`src/hdl/utc_pkg.sv`:
```
// utc_pkg: shared types, constants and table functions for the unix time to
// calendar converter. Used by utc_ctrl, utc_dp and the top level.
// No dependencies.
package utc_pkg;

    localparam logic [31:0] EPOCH_RESET   = 32'd946684800;
    localparam logic [5:0]  SECS_PER_MIN  = 6'd60;
    localparam logic [5:0]  MINS_PER_HOUR = 6'd60;
    localparam logic [5:0]  HOURS_PER_DAY = 6'd24;
    // reciprocals rounded up, taken with a right shift of 37 and 36
    localparam logic [31:0] RECIP_60      = 32'h8888_8889;
    localparam logic [31:0] RECIP_24      = 32'hAAAA_AAAB;
    localparam logic [15:0] DAYS_PER_YEAR = 16'd365;
    localparam logic [15:0] DAYS_PER_QUAD = 16'd1461;
    localparam logic [11:0] BASE_YEAR     = 12'd2000;
    localparam logic [3:0]  MONTH_DEC     = 4'd12;
    localparam logic [3:0]  MONTH_MAR     = 4'd3;
    localparam int          TDATA_W       = 48;

    // which quantity the shared divider is splitting off
    localparam logic [1:0] DIV_SEC  = 2'd0;
    localparam logic [1:0] DIV_MIN  = 2'd1;
    localparam logic [1:0] DIV_HOUR = 2'd2;

    typedef struct packed {
        logic       load;
        logic       div_step;
        logic [1:0] div_sel;
        logic       div_capture;
        logic       quad_step;
        logic       year_step;
        logic       mon_step;
        logic       wsum_load;
        logic       out_load;
    } utc_cmd_t;

    typedef struct packed {
        logic before_epoch;
        logic quad_ge;
        logic year_ge;
        logic mon_ge;
    } utc_stat_t;

    function automatic logic [4:0] month_len(input logic [3:0] mon, input logic leap);
        logic [4:0] len;
        case (mon)
            4'd2:                     len = leap ? 5'd29 : 5'd28;
            4'd4, 4'd6, 4'd9, 4'd11:  len = 5'd30;
            default:                  len = 5'd31;
        endcase
        return len;
    endfunction

    // month offsets of the weekday formula
    function automatic logic [2:0] sak_term(input logic [3:0] mon);
        logic [2:0] v;
        case (mon)
            4'd2:    v = 3'd3;
            4'd3:    v = 3'd2;
            4'd4:    v = 3'd5;
            4'd5:    v = 3'd0;
            4'd6:    v = 3'd3;
            4'd7:    v = 3'd5;
            4'd8:    v = 3'd1;
            4'd9:    v = 3'd4;
            4'd10:   v = 3'd6;
            4'd11:   v = 3'd2;
            4'd12:   v = 3'd4;
            default: v = 3'd0;
        endcase
        return v;
    endfunction

endpackage

```
`src/hdl/utc_ctrl.sv`:
```
// utc_ctrl: sequencer for the converter; steps the shared divider, the
// year and month walks and the output register handshake.
// Depends on utc_pkg.
module utc_ctrl (
    input  logic               clk,
    input  logic               rst_n,
    input  logic               s_tvalid,
    output logic               s_tready,
    output logic               m_tvalid,
    input  logic               m_tready,
    input  utc_pkg::utc_stat_t stat,
    output utc_pkg::utc_cmd_t  cmd
);
    import utc_pkg::*;

    localparam logic [3:0] S_IDLE   = 4'd0;
    localparam logic [3:0] S_CHECK  = 4'd1;
    localparam logic [3:0] S_DIV    = 4'd2;
    localparam logic [3:0] S_DIVEND = 4'd3;
    localparam logic [3:0] S_QUAD   = 4'd4;
    localparam logic [3:0] S_YEAR   = 4'd5;
    localparam logic [3:0] S_MON    = 4'd6;
    localparam logic [3:0] S_WSUM   = 4'd7;
    localparam logic [3:0] S_OUT    = 4'd8;

    logic [3:0] state_reg, state_next;
    logic [1:0] phase_reg, phase_next;
    logic       out_valid_reg, out_valid_next;

    assign s_tready = (state_reg == S_IDLE);
    assign m_tvalid = out_valid_reg;

    always_comb
    begin
        state_next   = state_reg;
        phase_next   = phase_reg;
        cmd          = '0;
        cmd.div_sel  = phase_reg;
        unique case (state_reg)
            S_IDLE:
            begin
                if (s_tvalid)
                begin
                    cmd.load     = 1'b1;
                    phase_next   = DIV_SEC;
                    state_next   = S_CHECK;
                end
            end
            S_CHECK:
                state_next = stat.before_epoch ? S_OUT : S_DIV;
            S_DIV:
            begin
                cmd.div_step = 1'b1;
                state_next   = S_DIVEND;
            end
            S_DIVEND:
            begin
                cmd.div_capture = 1'b1;
                if (phase_reg == DIV_HOUR)
                    state_next = S_QUAD;
                else
                begin
                    phase_next = phase_reg + 2'd1;
                    state_next = S_DIV;
                end
            end
            S_QUAD:
            begin
                if (stat.quad_ge)
                    cmd.quad_step = 1'b1;
                else
                    state_next = S_YEAR;
            end
            S_YEAR:
            begin
                if (stat.year_ge)
                    cmd.year_step = 1'b1;
                else
                    state_next = S_MON;
            end
            S_MON:
            begin
                if (stat.mon_ge)
                    cmd.mon_step = 1'b1;
                else
                    state_next = S_WSUM;
            end
            S_WSUM:
            begin
                cmd.wsum_load = 1'b1;
                state_next    = S_OUT;
            end
            S_OUT:
            begin
                // wait for the output register to free up
                if (!out_valid_reg || m_tready)
                begin
                    cmd.out_load = 1'b1;
                    state_next   = S_IDLE;
                end
            end
            default:
                state_next = S_IDLE;
        endcase
    end

    always_comb
    begin
        if (cmd.out_load)
            out_valid_next = 1'b1;
        else if (m_tready)
            out_valid_next = 1'b0;
        else
            out_valid_next = out_valid_reg;
    end

    always_ff @(posedge clk or negedge rst_n)
    begin
        if (!rst_n)
        begin
            state_reg     <= S_IDLE;
            phase_reg     <= DIV_SEC;
            out_valid_reg <= 1'b0;
        end
        else
        begin
            state_reg     <= state_next;
            phase_reg     <= phase_next;
            out_valid_reg <= out_valid_next;
        end
    end

endmodule

```
`src/hdl/utc_dp.sv`:
```
// utc_dp: datapath of the converter; epoch register, reciprocal divider,
// year and month walk, weekday sum and output register.
// Depends on utc_pkg.
module utc_dp (
    input  logic                         clk,
    input  logic                         rst_n,
    input  logic [31:0]                  unix_time,
    input  logic                         cfg_wr_en,
    input  logic [31:0]                  cfg_wr_data,
    input  utc_pkg::utc_cmd_t            cmd,
    output utc_pkg::utc_stat_t           stat,
    output logic [utc_pkg::TDATA_W-1:0]  out_tdata,
    output logic                         out_tuser
);
    import utc_pkg::*;

    logic [31:0] epoch_reg;
    logic [31:0] q_reg;
    logic [31:0] quo_reg;
    logic [5:0]  sec_reg, min_reg;
    logic [4:0]  hr_reg;
    logic [15:0] days_reg;
    logic [7:0]  yc_reg;
    logic [3:0]  mon_reg;
    logic        before_reg;
    logic [11:0] wsum_reg;
    logic [TDATA_W-1:0] tdata_reg;
    logic        tuser_reg;

    logic [32:0] diff;
    logic [5:0]  divisor;
    logic [31:0] recip;
    logic [63:0] prod;
    logic [31:0] quo_next;
    logic [5:0]  quo_mul;
    logic [5:0]  rem;
    logic        leap;
    logic [15:0] year_len;
    logic [4:0]  mlen;
    logic [4:0]  day;
    logic [11:0] y_full, y_adj, c100, c400, wsum_next;
    logic [4:0]  f1;
    logic [3:0]  f2;
    logic [2:0]  rem7, weekday;

    assign diff = {1'b0, unix_time} - {1'b0, epoch_reg};

    always_comb
    begin
        unique case (cmd.div_sel)
            DIV_SEC:
            begin
                divisor = SECS_PER_MIN;
                recip   = RECIP_60;
            end
            DIV_MIN:
            begin
                divisor = MINS_PER_HOUR;
                recip   = RECIP_60;
            end
            default:
            begin
                divisor = HOURS_PER_DAY;
                recip   = RECIP_24;
            end
        endcase
    end

    // 32 x 32 product, the rounded-up reciprocal is exact for every 32-bit dividend
    assign prod     = 64'(q_reg) * 64'(recip);
    assign quo_next = (cmd.div_sel == DIV_HOUR) ? {4'd0, prod[63:36]} : {5'd0, prod[63:37]};

    // remainder is below 64, so six low bits of the product are enough
    assign quo_mul = quo_reg[5:0] * divisor;
    assign rem     = q_reg[5:0] - quo_mul;

    assign leap     = (yc_reg[1:0] == 2'b00);
    assign year_len = DAYS_PER_YEAR + {15'd0, leap};
    assign mlen     = month_len(mon_reg, leap);
    assign day      = days_reg[4:0] + 5'd1;

    assign stat.before_epoch = before_reg;
    assign stat.quad_ge      = (days_reg >= DAYS_PER_QUAD);
    assign stat.year_ge      = (days_reg >= year_len);
    assign stat.mon_ge       = (days_reg >= {11'd0, mlen}) && (mon_reg != MONTH_DEC);

    // weekday sum, y only spans 1999 to 2136 so the century terms are compares
    assign y_full = BASE_YEAR + {4'd0, yc_reg};
    assign y_adj  = (mon_reg < MONTH_MAR) ? (y_full - 12'd1) : y_full;
    assign c100   = (y_adj >= 12'd2100) ? 12'd21 : ((y_adj >= 12'd2000) ? 12'd20 : 12'd19);
    assign c400   = (y_adj >= 12'd2000) ? 12'd5 : 12'd4;
    assign wsum_next = y_adj + {2'd0, y_adj[11:2]} - c100 + c400
                     + {9'd0, sak_term(mon_reg)} + {7'd0, day};

    // mod 7 by folding octal digits, since 8 is 1 mod 7
    assign f1 = {2'd0, wsum_reg[2:0]} + {2'd0, wsum_reg[5:3]}
              + {2'd0, wsum_reg[8:6]} + {2'd0, wsum_reg[11:9]};
    assign f2 = {1'b0, f1[2:0]} + {2'd0, f1[4:3]};
    assign rem7    = (f2 >= 4'd7) ? 3'(f2 - 4'd7) : f2[2:0];
    assign weekday = (rem7 == 3'd0) ? 3'd7 : rem7;

    always_ff @(posedge clk or negedge rst_n)
    begin
        if (!rst_n)
            epoch_reg <= EPOCH_RESET;
        else if (cfg_wr_en)
            epoch_reg <= cfg_wr_data;
    end

    always_ff @(posedge clk)
    begin
        if (cmd.load)
        begin
            q_reg      <= diff[31:0];
            before_reg <= diff[32];
            yc_reg     <= '0;
            mon_reg    <= 4'd1;
        end
        if (cmd.div_step)
            quo_reg <= quo_next;
        if (cmd.div_capture)
        begin
            q_reg <= quo_reg;
            case (cmd.div_sel)
                DIV_SEC: sec_reg <= rem;
                DIV_MIN: min_reg <= rem;
                default:
                begin
                    hr_reg   <= rem[4:0];
                    days_reg <= quo_reg[15:0];
                end
            endcase
        end
        if (cmd.quad_step)
        begin
            days_reg <= days_reg - DAYS_PER_QUAD;
            yc_reg   <= yc_reg + 8'd4;
        end
        if (cmd.year_step)
        begin
            days_reg <= days_reg - year_len;
            yc_reg   <= yc_reg + 8'd1;
        end
        if (cmd.mon_step)
        begin
            days_reg <= days_reg - {11'd0, mlen};
            mon_reg  <= mon_reg + 4'd1;
        end
        if (cmd.wsum_load)
            wsum_reg <= wsum_next;
        if (cmd.out_load)
        begin
            tuser_reg <= before_reg;
            if (before_reg)
                tdata_reg <= '0;
            else
                tdata_reg <= {7'd0, weekday, sec_reg, min_reg, hr_reg, day, mon_reg, y_full};
        end
    end

    assign out_tdata = tdata_reg;
    assign out_tuser = tuser_reg;

endmodule

```
`src/hdl/unix_time_to_calendar.sv`:
```
// unix_time_to_calendar: 32-bit unix time to date, time of day and weekday.
// Each item runs three reciprocal divide steps and the 4-year/year/month walk; an item before the epoch skips them.
// One item at a time: the next accept can come in the same cycle that m_tvalid rises.
// A finished item waits in the output register; the block stalls only while it is unread.
// rst_n is asynchronous, active low; epoch_offset resets to 946684800.
module unix_time_to_calendar (
    input  logic                        clk,
    input  logic                        rst_n,
    input  logic                        cfg_wr_en,
    input  logic [31:0]                 cfg_wr_data,  // epoch_offset
    input  logic                        s_tvalid,
    output logic                        s_tready,
    input  logic [31:0]                 s_tdata,      // unix_time
    output logic                        m_tvalid,
    input  logic                        m_tready,
    // year[11:0] month[15:12] day[20:16] hour[25:21] minute[31:26]
    // second[37:32] weekday[40:38] zero[47:41]
    output logic [utc_pkg::TDATA_W-1:0] m_tdata,
    output logic                        m_tuser       // before_epoch
);
    import utc_pkg::*;

    utc_cmd_t  cmd;
    utc_stat_t stat;

    utc_ctrl u_ctrl (
        .clk      (clk),
        .rst_n    (rst_n),
        .s_tvalid (s_tvalid),
        .s_tready (s_tready),
        .m_tvalid (m_tvalid),
        .m_tready (m_tready),
        .stat     (stat),
        .cmd      (cmd)
    );

    utc_dp u_dp (
        .clk         (clk),
        .rst_n       (rst_n),
        .unix_time   (s_tdata),
        .cfg_wr_en   (cfg_wr_en),
        .cfg_wr_data (cfg_wr_data),
        .cmd         (cmd),
        .stat        (stat),
        .out_tdata   (m_tdata),
        .out_tuser   (m_tuser)
    );

endmodule

```
`config.mk`:
```
export PLATFORM = sky130hd
export DESIGN_NAME = unix_time_to_calendar
export DESIGN_NICKNAME = d
export VERILOG_FILES = /design/src/hdl/utc_pkg.sv /design/src/hdl/utc_ctrl.sv /design/src/hdl/utc_dp.sv /design/src/hdl/unix_time_to_calendar.sv
export SDC_FILE = /design/constraint.sdc
export NUM_CORES = 2
export LEC_CHECK = 0
export BUFFER_PORTS_ARGS = -buffer_cell sky130_fd_sc_hd__clkbuf_2
export CAP_MARGIN = 10
export CORE_MARGIN = 2
export CORE_UTILIZATION = 59
export CTS_CLUSTER_SIZE = 12
export DETAILED_ROUTE_END_ITERATION = 10
export PLACE_DENSITY = 0.9
export SLEW_MARGIN = 20
export SYNTH_ARGS = -nofsm -noshare
export SYNTH_HDL_FRONTEND = slang
export SYNTH_SLANG_ARGS = --single-unit
export TNS_END_PERCENT = 50
```
`constraint.sdc`:
```
create_clock -name clk -period 8.39 [get_ports clk]
set_input_delay 1.2585 -clock clk [delete_from_list [all_inputs] [get_ports clk]]
set_output_delay 1.2585 -clock clk [all_outputs]
set_load 0.01 [all_outputs]
```
* After elaboration in Yosys (flattened, before gate mapping)
Memory sizes are Yosys's and may differ from the RTL's. A register that Yosys moved wholly into a read port is not among the register bits.
Index checks and enable logic that the tools add are counted.
** Word-level totals
- Logic and storage cells :: 146
- Memories :: 1
- Register bits :: 210
- Bits in read-only memories :: 48
** Cells by class
- Multiply operators :: 2
- Mux-type cells :: 50
- Add/sub/neg operators :: 23
- Magnitude comparators :: 7
- Bitwise gates (word level) :: 1
- Reductions and logical operators :: 21
- Equal/unequal tests :: 23
** Memories
- (name not given) :: depth 16, bits a word 3, read ports 1, clocked after memory_dff 1, wr ports 0, RTL line utc_pkg.sv:57 : case (mon)
** Operators by type and width (number)
- $mux W16 :: 5
- $mul A32 B32 Y64 :: 1
- $mux W32 :: 2
- $mux W4 :: 9
- $pmux W4 S9 :: 1
- $sub A32 B32 Y33 :: 1
- $mux W30 :: 1
- $mux W27 :: 1
- $eq A4 B3 Y1 const B :: 6
- $mux W12 :: 2
- $mux W8 :: 3
- $mux W1 :: 17
- $ge A16 B11 Y1 const B :: 1
- $ge A16 B16 Y1 :: 1
- $ge A16 B5 Y1 :: 1
- $sub A16 B11 Y16 const B :: 1
- $sub A16 B16 Y16 :: 1
- $sub A16 B5 Y16 :: 1
- $add A11 B8 Y12 const A :: 1
- $add A12 B10 Y12 :: 1
- $add A12 B12 Y12 :: 1
- $add A12 B3 Y12 :: 1
- $add A12 B5 Y12 :: 1
- $eq A4 B2 Y1 const B :: 3
- other kinds (46) :: 64

* Longest topological paths before layout
- Word-level depth :: 10
- Mapped depth :: 32

* Cells and area by module
A second synthesis with hierarchy kept.
** Unflattened totals
- Cells, all modules :: 3166
- Area total of the unflattened synthesis :: 31067.3 µm²
** Modules (own cells, without submodules)
- utc_dp :: area an instance 30575.6 µm², cells an instance 3114, seq. area each 5650.4 µm², times used 1
- utc_ctrl :: area an instance 491.7 µm², cells an instance 52, seq. area each 175.2 µm², times used 1

* Worst setup path after synthesis
OpenSTA, ideal clock, no wires.
- Path kind :: reg-to-reg
- Start :: reg u_ctrl.phase_reg[0]
- End :: reg u_dp.quo_reg[24], data pin
- Buffers on the path :: 3
- Library setup time :: 262 ps
- Setup slack :: -44 ps
- Cell stages (with the launch flop) :: 32
- Data arrival time :: 8172 ps
- Cell sequence :: dfrtp_1 -> inv_1 -> ha_1 -> nor2_1 -> clkbuf_1 -> clkbuf_1 -> clkbuf_1 -> nand2_1 -> inv_1 -> ha_1 -> ha_1 -> inv_1 -> fa_1 -> fa_1 -> inv_1 -> fa_1 -> fa_1 -> fa_1 -> inv_1 -> fa_1 -> inv_1 -> ha_1 -> a21oi_1 -> o211ai_1 -> a211oi_1 -> o211ai_1 -> a2111oi_0 -> a21oi_1 -> a311oi_1 -> o21ai_1 -> xor2_1 -> mux2_1
** Between the ends
- Longest elaborated chain between the ends :: 5
- Elaborated cells between the ends (all ways) :: 7
** Ends and longest elaborated chain
- start, declared :: RTL line utc_ctrl.sv:27 : logic [1:0] phase_reg, phase_next;
- start signal, assigned :: RTL line utc_ctrl.sv:128 : phase_reg <= phase_next;
- $eq A2 B1 Y1 / $logic_not A2 Y1 (equally long branches) :: RTL line utc_dp.sv:50 : unique case (cmd.div_sel)
- $reduce_or A2 Y1 (no line)
- $mux W30 :: RTL line utc_dp.sv:50
- $mul A32 B32 Y64 :: RTL line utc_dp.sv:70 : assign prod = 64'(q_reg) * 64'(recip);
- $mux W27 (*) :: RTL line utc_dp.sv:71 : assign quo_next = (cmd.div_sel == DIV_HOUR) ? {4'd0, prod[63:36]} : {5'd0, prod[63:37]};
- net u_dp.quo_next[24] :: RTL line utc_dp.sv:34 : logic [31:0] quo_next;
- end signal, assigned :: RTL line utc_dp.sv:120 : quo_reg <= quo_next;
- end, declared :: RTL line utc_dp.sv:19 : logic [31:0] quo_reg;
Mark *: on every way through the listed nets, which the timed path passes. The rest lies on a longest branch.
A chain may end at the register's enable or synchronous reset.

* Final worst setup path
- Start :: reg u_ctrl.phase_reg[0]
- End :: reg u_dp.quo_reg[25], data pin
The elaborated chain is that of the path after synthesis.

==> results.md <==
* DRT Wirelength at 88100 um
* Wire length per cell at 21.4 um
* Setup Skew at 0.0259 ns
* Clock root cell: clkbuf_16
* Status: completed
* Fraction of registers with async set/reset at 19.4%
* Max-slew violations at 0
* Area growth, synth to finish at 10.2%
* Vias in the first global route at 25.5k
* Post-synth EDFFs at 159
* Hold Crit Class: flop to flop
* Peak Freq at 120 MHz
* CP arrival at 8.61 ns
* Antenna-violating nets left at 0
* Die Wd at 233 um
* Clock buffer count from CTS at 22
* Crit. End Element: flop
* Max-slew headroom at 27.5%
* Final instance area at 0.0341 mm^2
* IO Port Bufs at 112
* Cell count after synthesis at 3240
* Setup_tns at 0 ns
* Post-synth cell types at 81
* CP Class: flop to flop
* Fraction of layout instances using a drive strength above 1 at 11.7%
* Critical path's most frequent cell: fa_1
* FP Rows at 83
* CP max stage delay at 0.59 ns
* Number of antenna diodes at 0
* Worst slew pin tran at 1.08 ns
* Seq cells post-synth at 201
* Final Setup Violations at 0
* Post-synthesis sequential area ratio at 18.8%
* Ports at 120
* Remaining Overflow, GRT at 0
* Crit-path slowest cell: fa_1
* Max_cap viols at 0
* Mapped Area at 0.0310 mm^2
* Core area at 0.0516 mm^2
* Placement Cell Area at 0.0330 mm^2
* Global router's overall resource usage at 33.0%
* Critical Path Start Type: flop
* Bufs on Longest Clock Path at 3
* Syn_area_per_cell at 9.55 um^2
* Final period util at 99.5%
* Minimum clock period at 8.35 ns
* Vias at 24.5k
* Hold_ws at 0.508 ns
* Routability congestion estimate at 1.04
* Drt first pass iters at 6
* DRC at 0
* Global-route wire length before repair at 137000 um
* Drt via density at 5.94
* Nets@finish at 4380
* Initial Utilization at 60.0%
* CTS sink cnt at 201
* Initial antenna violation count at 1
* Clock transition at path regs at 0.06 ns
* CP Max Fanout at 6
* Clock latency on the worst-skew pair at 0.53 ns
* Hold Violations, Final at 0
* Synth Flop Type: edfxtp_1
* H-tree Lvls at 1
* Ys Warns at 0
* Die area at 0.0543 mm^2
* CP Data Required Time at 8.65 ns
* TritonCTS clock tree: done
* Largest net degree at the start of global routing at 64
* Die H at 233 um
* HPWL Detailed at 73600 um
* Starting DRT DRC Count at 2410
* Flip-flop count of the largest register after layout at 40
layout make-up:
| type | instances | area, um^2 |
|---|---|---|
| well taps | 680 | 851 |
| clock buffers | 36 | 633 |
| repair buffers | 250 | 1620 |
| flip-flops and latches | 201 | 5830 |
| inverters | 818 | 3070 |
| multi-input cells | 2135 | 22100 |
| fillers | 3657 | 17500 |
| clock inverters | 4 | 41.3 |
logic make-up after synthesis:
logic type,after synthesis,share of synthesized area (%)
buffers and inverters,910,11.2
adder cells (fa/ha/maj),883,45.7
AND/OR/NAND/NOR,552,8.48
AO/OA/AOI/OAI,496,10.1
flip-flops,201,18.8
XOR/XNOR,172,4.87
multiplexers,25,0.901
other,1,0.0121
synth_stat cells, types with 10 or more instances:
master | n | area (um^2)
edfxtp_1 | 159 | 4770
nand2_1 | 197 | 739
a31oi_1 | 17 | 106
nand3_1 | 34 | 170
xnor2_1 | 116 | 1020
fa_1 | 411 | 8230
and2_1 | 24 | 150
nor2_1 | 115 | 432
ha_1 | 472 | 5910
nand2b_1 | 18 | 113
nand4_1 | 13 | 81.3
a21o_1 | 49 | 368
or2_2 | 10 | 62.6
and3_1 | 24 | 150
o21a_1 | 12 | 90.1
mux2_2 | 20 | 225
nor3_1 | 34 | 170
o21bai_1 | 15 | 113
o22ai_1 | 11 | 68.8
inv_1 | 817 | 3070
nor2b_1 | 51 | 319
a21oi_1 | 147 | 736
dfstp_2 | 12 | 315
a211oi_1 | 18 | 135
clkbuf_1 | 76 | 285
dfrtp_1 | 27 | 676
o21ai_0 | 128 | 641
xor2_1 | 56 | 490
metal layers:
layer / routed length [um] / GRT usage (%)
met5: 18 / 0
met4: 7150 / 20.5
met3: 8930 / 5.83
met2: 40400 / 53.4
met1: 31600 / 41.2
worst max-delay path, delay by kind of cell (launching register included):
family | cells | cell delay, ns
DFF | 1 | 0.41
AOI/OAI and AO/OA | 6 | 1.36
buffers and inverters | 9 | 1.14
muxes | 1 | 0.29
and+or+nand+nor | 4 | 0.54
xor gates and xnor gates | 2 | 0.28
adders and majority gates | 9 | 4.06
stage by stage:
step	std cells	setup WS, ns	util, %
after floorplan	3246	0.0409	-
after global placement	4073	-0.106	63.9
after detailed placement	4073	-0.391	63.9
after CTS	4113	0.00487	65.3
after global routing	4124	-0.0814	66.1
final	4124	0.0387	66.1
layout by cell type (no fill, tap or decap), types with 20 or more instances in the layout:
cell	n
nand2_1	195
buf_4	134
and3_1	22
xor2_1	53
and2_1	25
xnor2_1	110
nand3_1	32
nor3_1	28
a21o_1	49
fa_1	409
edfxtp_1	159
mux2_2	20
inv_1	813
dfrtp_1	27
nor2_1	110
ha_1	462
clkbuf_2	111
o21ai_0	121
clkbuf_16	22
nor2b_1	50
a21oi_1	138
worst paths after layout:
check	startpoint	endpoint	slack, ns	depth (start not counted)
worst max-delay path	u_ctrl.phase_reg[0]	u_dp.quo_reg[25]	0.04	31
worst min-delay path	u_dp.epoch_reg[8]	u_dp.epoch_reg[8]	0.51	2
worst max register to register	u_ctrl.phase_reg[0]	u_dp.quo_reg[25]	0.04	31
worst min register to register	u_dp.epoch_reg[8]	u_dp.epoch_reg[8]	0.51	2
max in group asynchronous	rst_n	u_dp.epoch_reg[5]	6.88	1
min in group asynchronous	rst_n	u_dp.epoch_reg[24]	0.88	1
repair_timing:
action / in CTS / in global routing
pin swaps: 1 / 17
gates resized for setup: 10 / 75
endpoints found under the setup margin: 15 / 25
setup buffers: 0 / 10
hold buffers: 0 / 0
gates cloned: 0 / 1
Power is not shown: default switching activity piles up to over one toggle a cycle in this logic, so the estimate is an artifact.
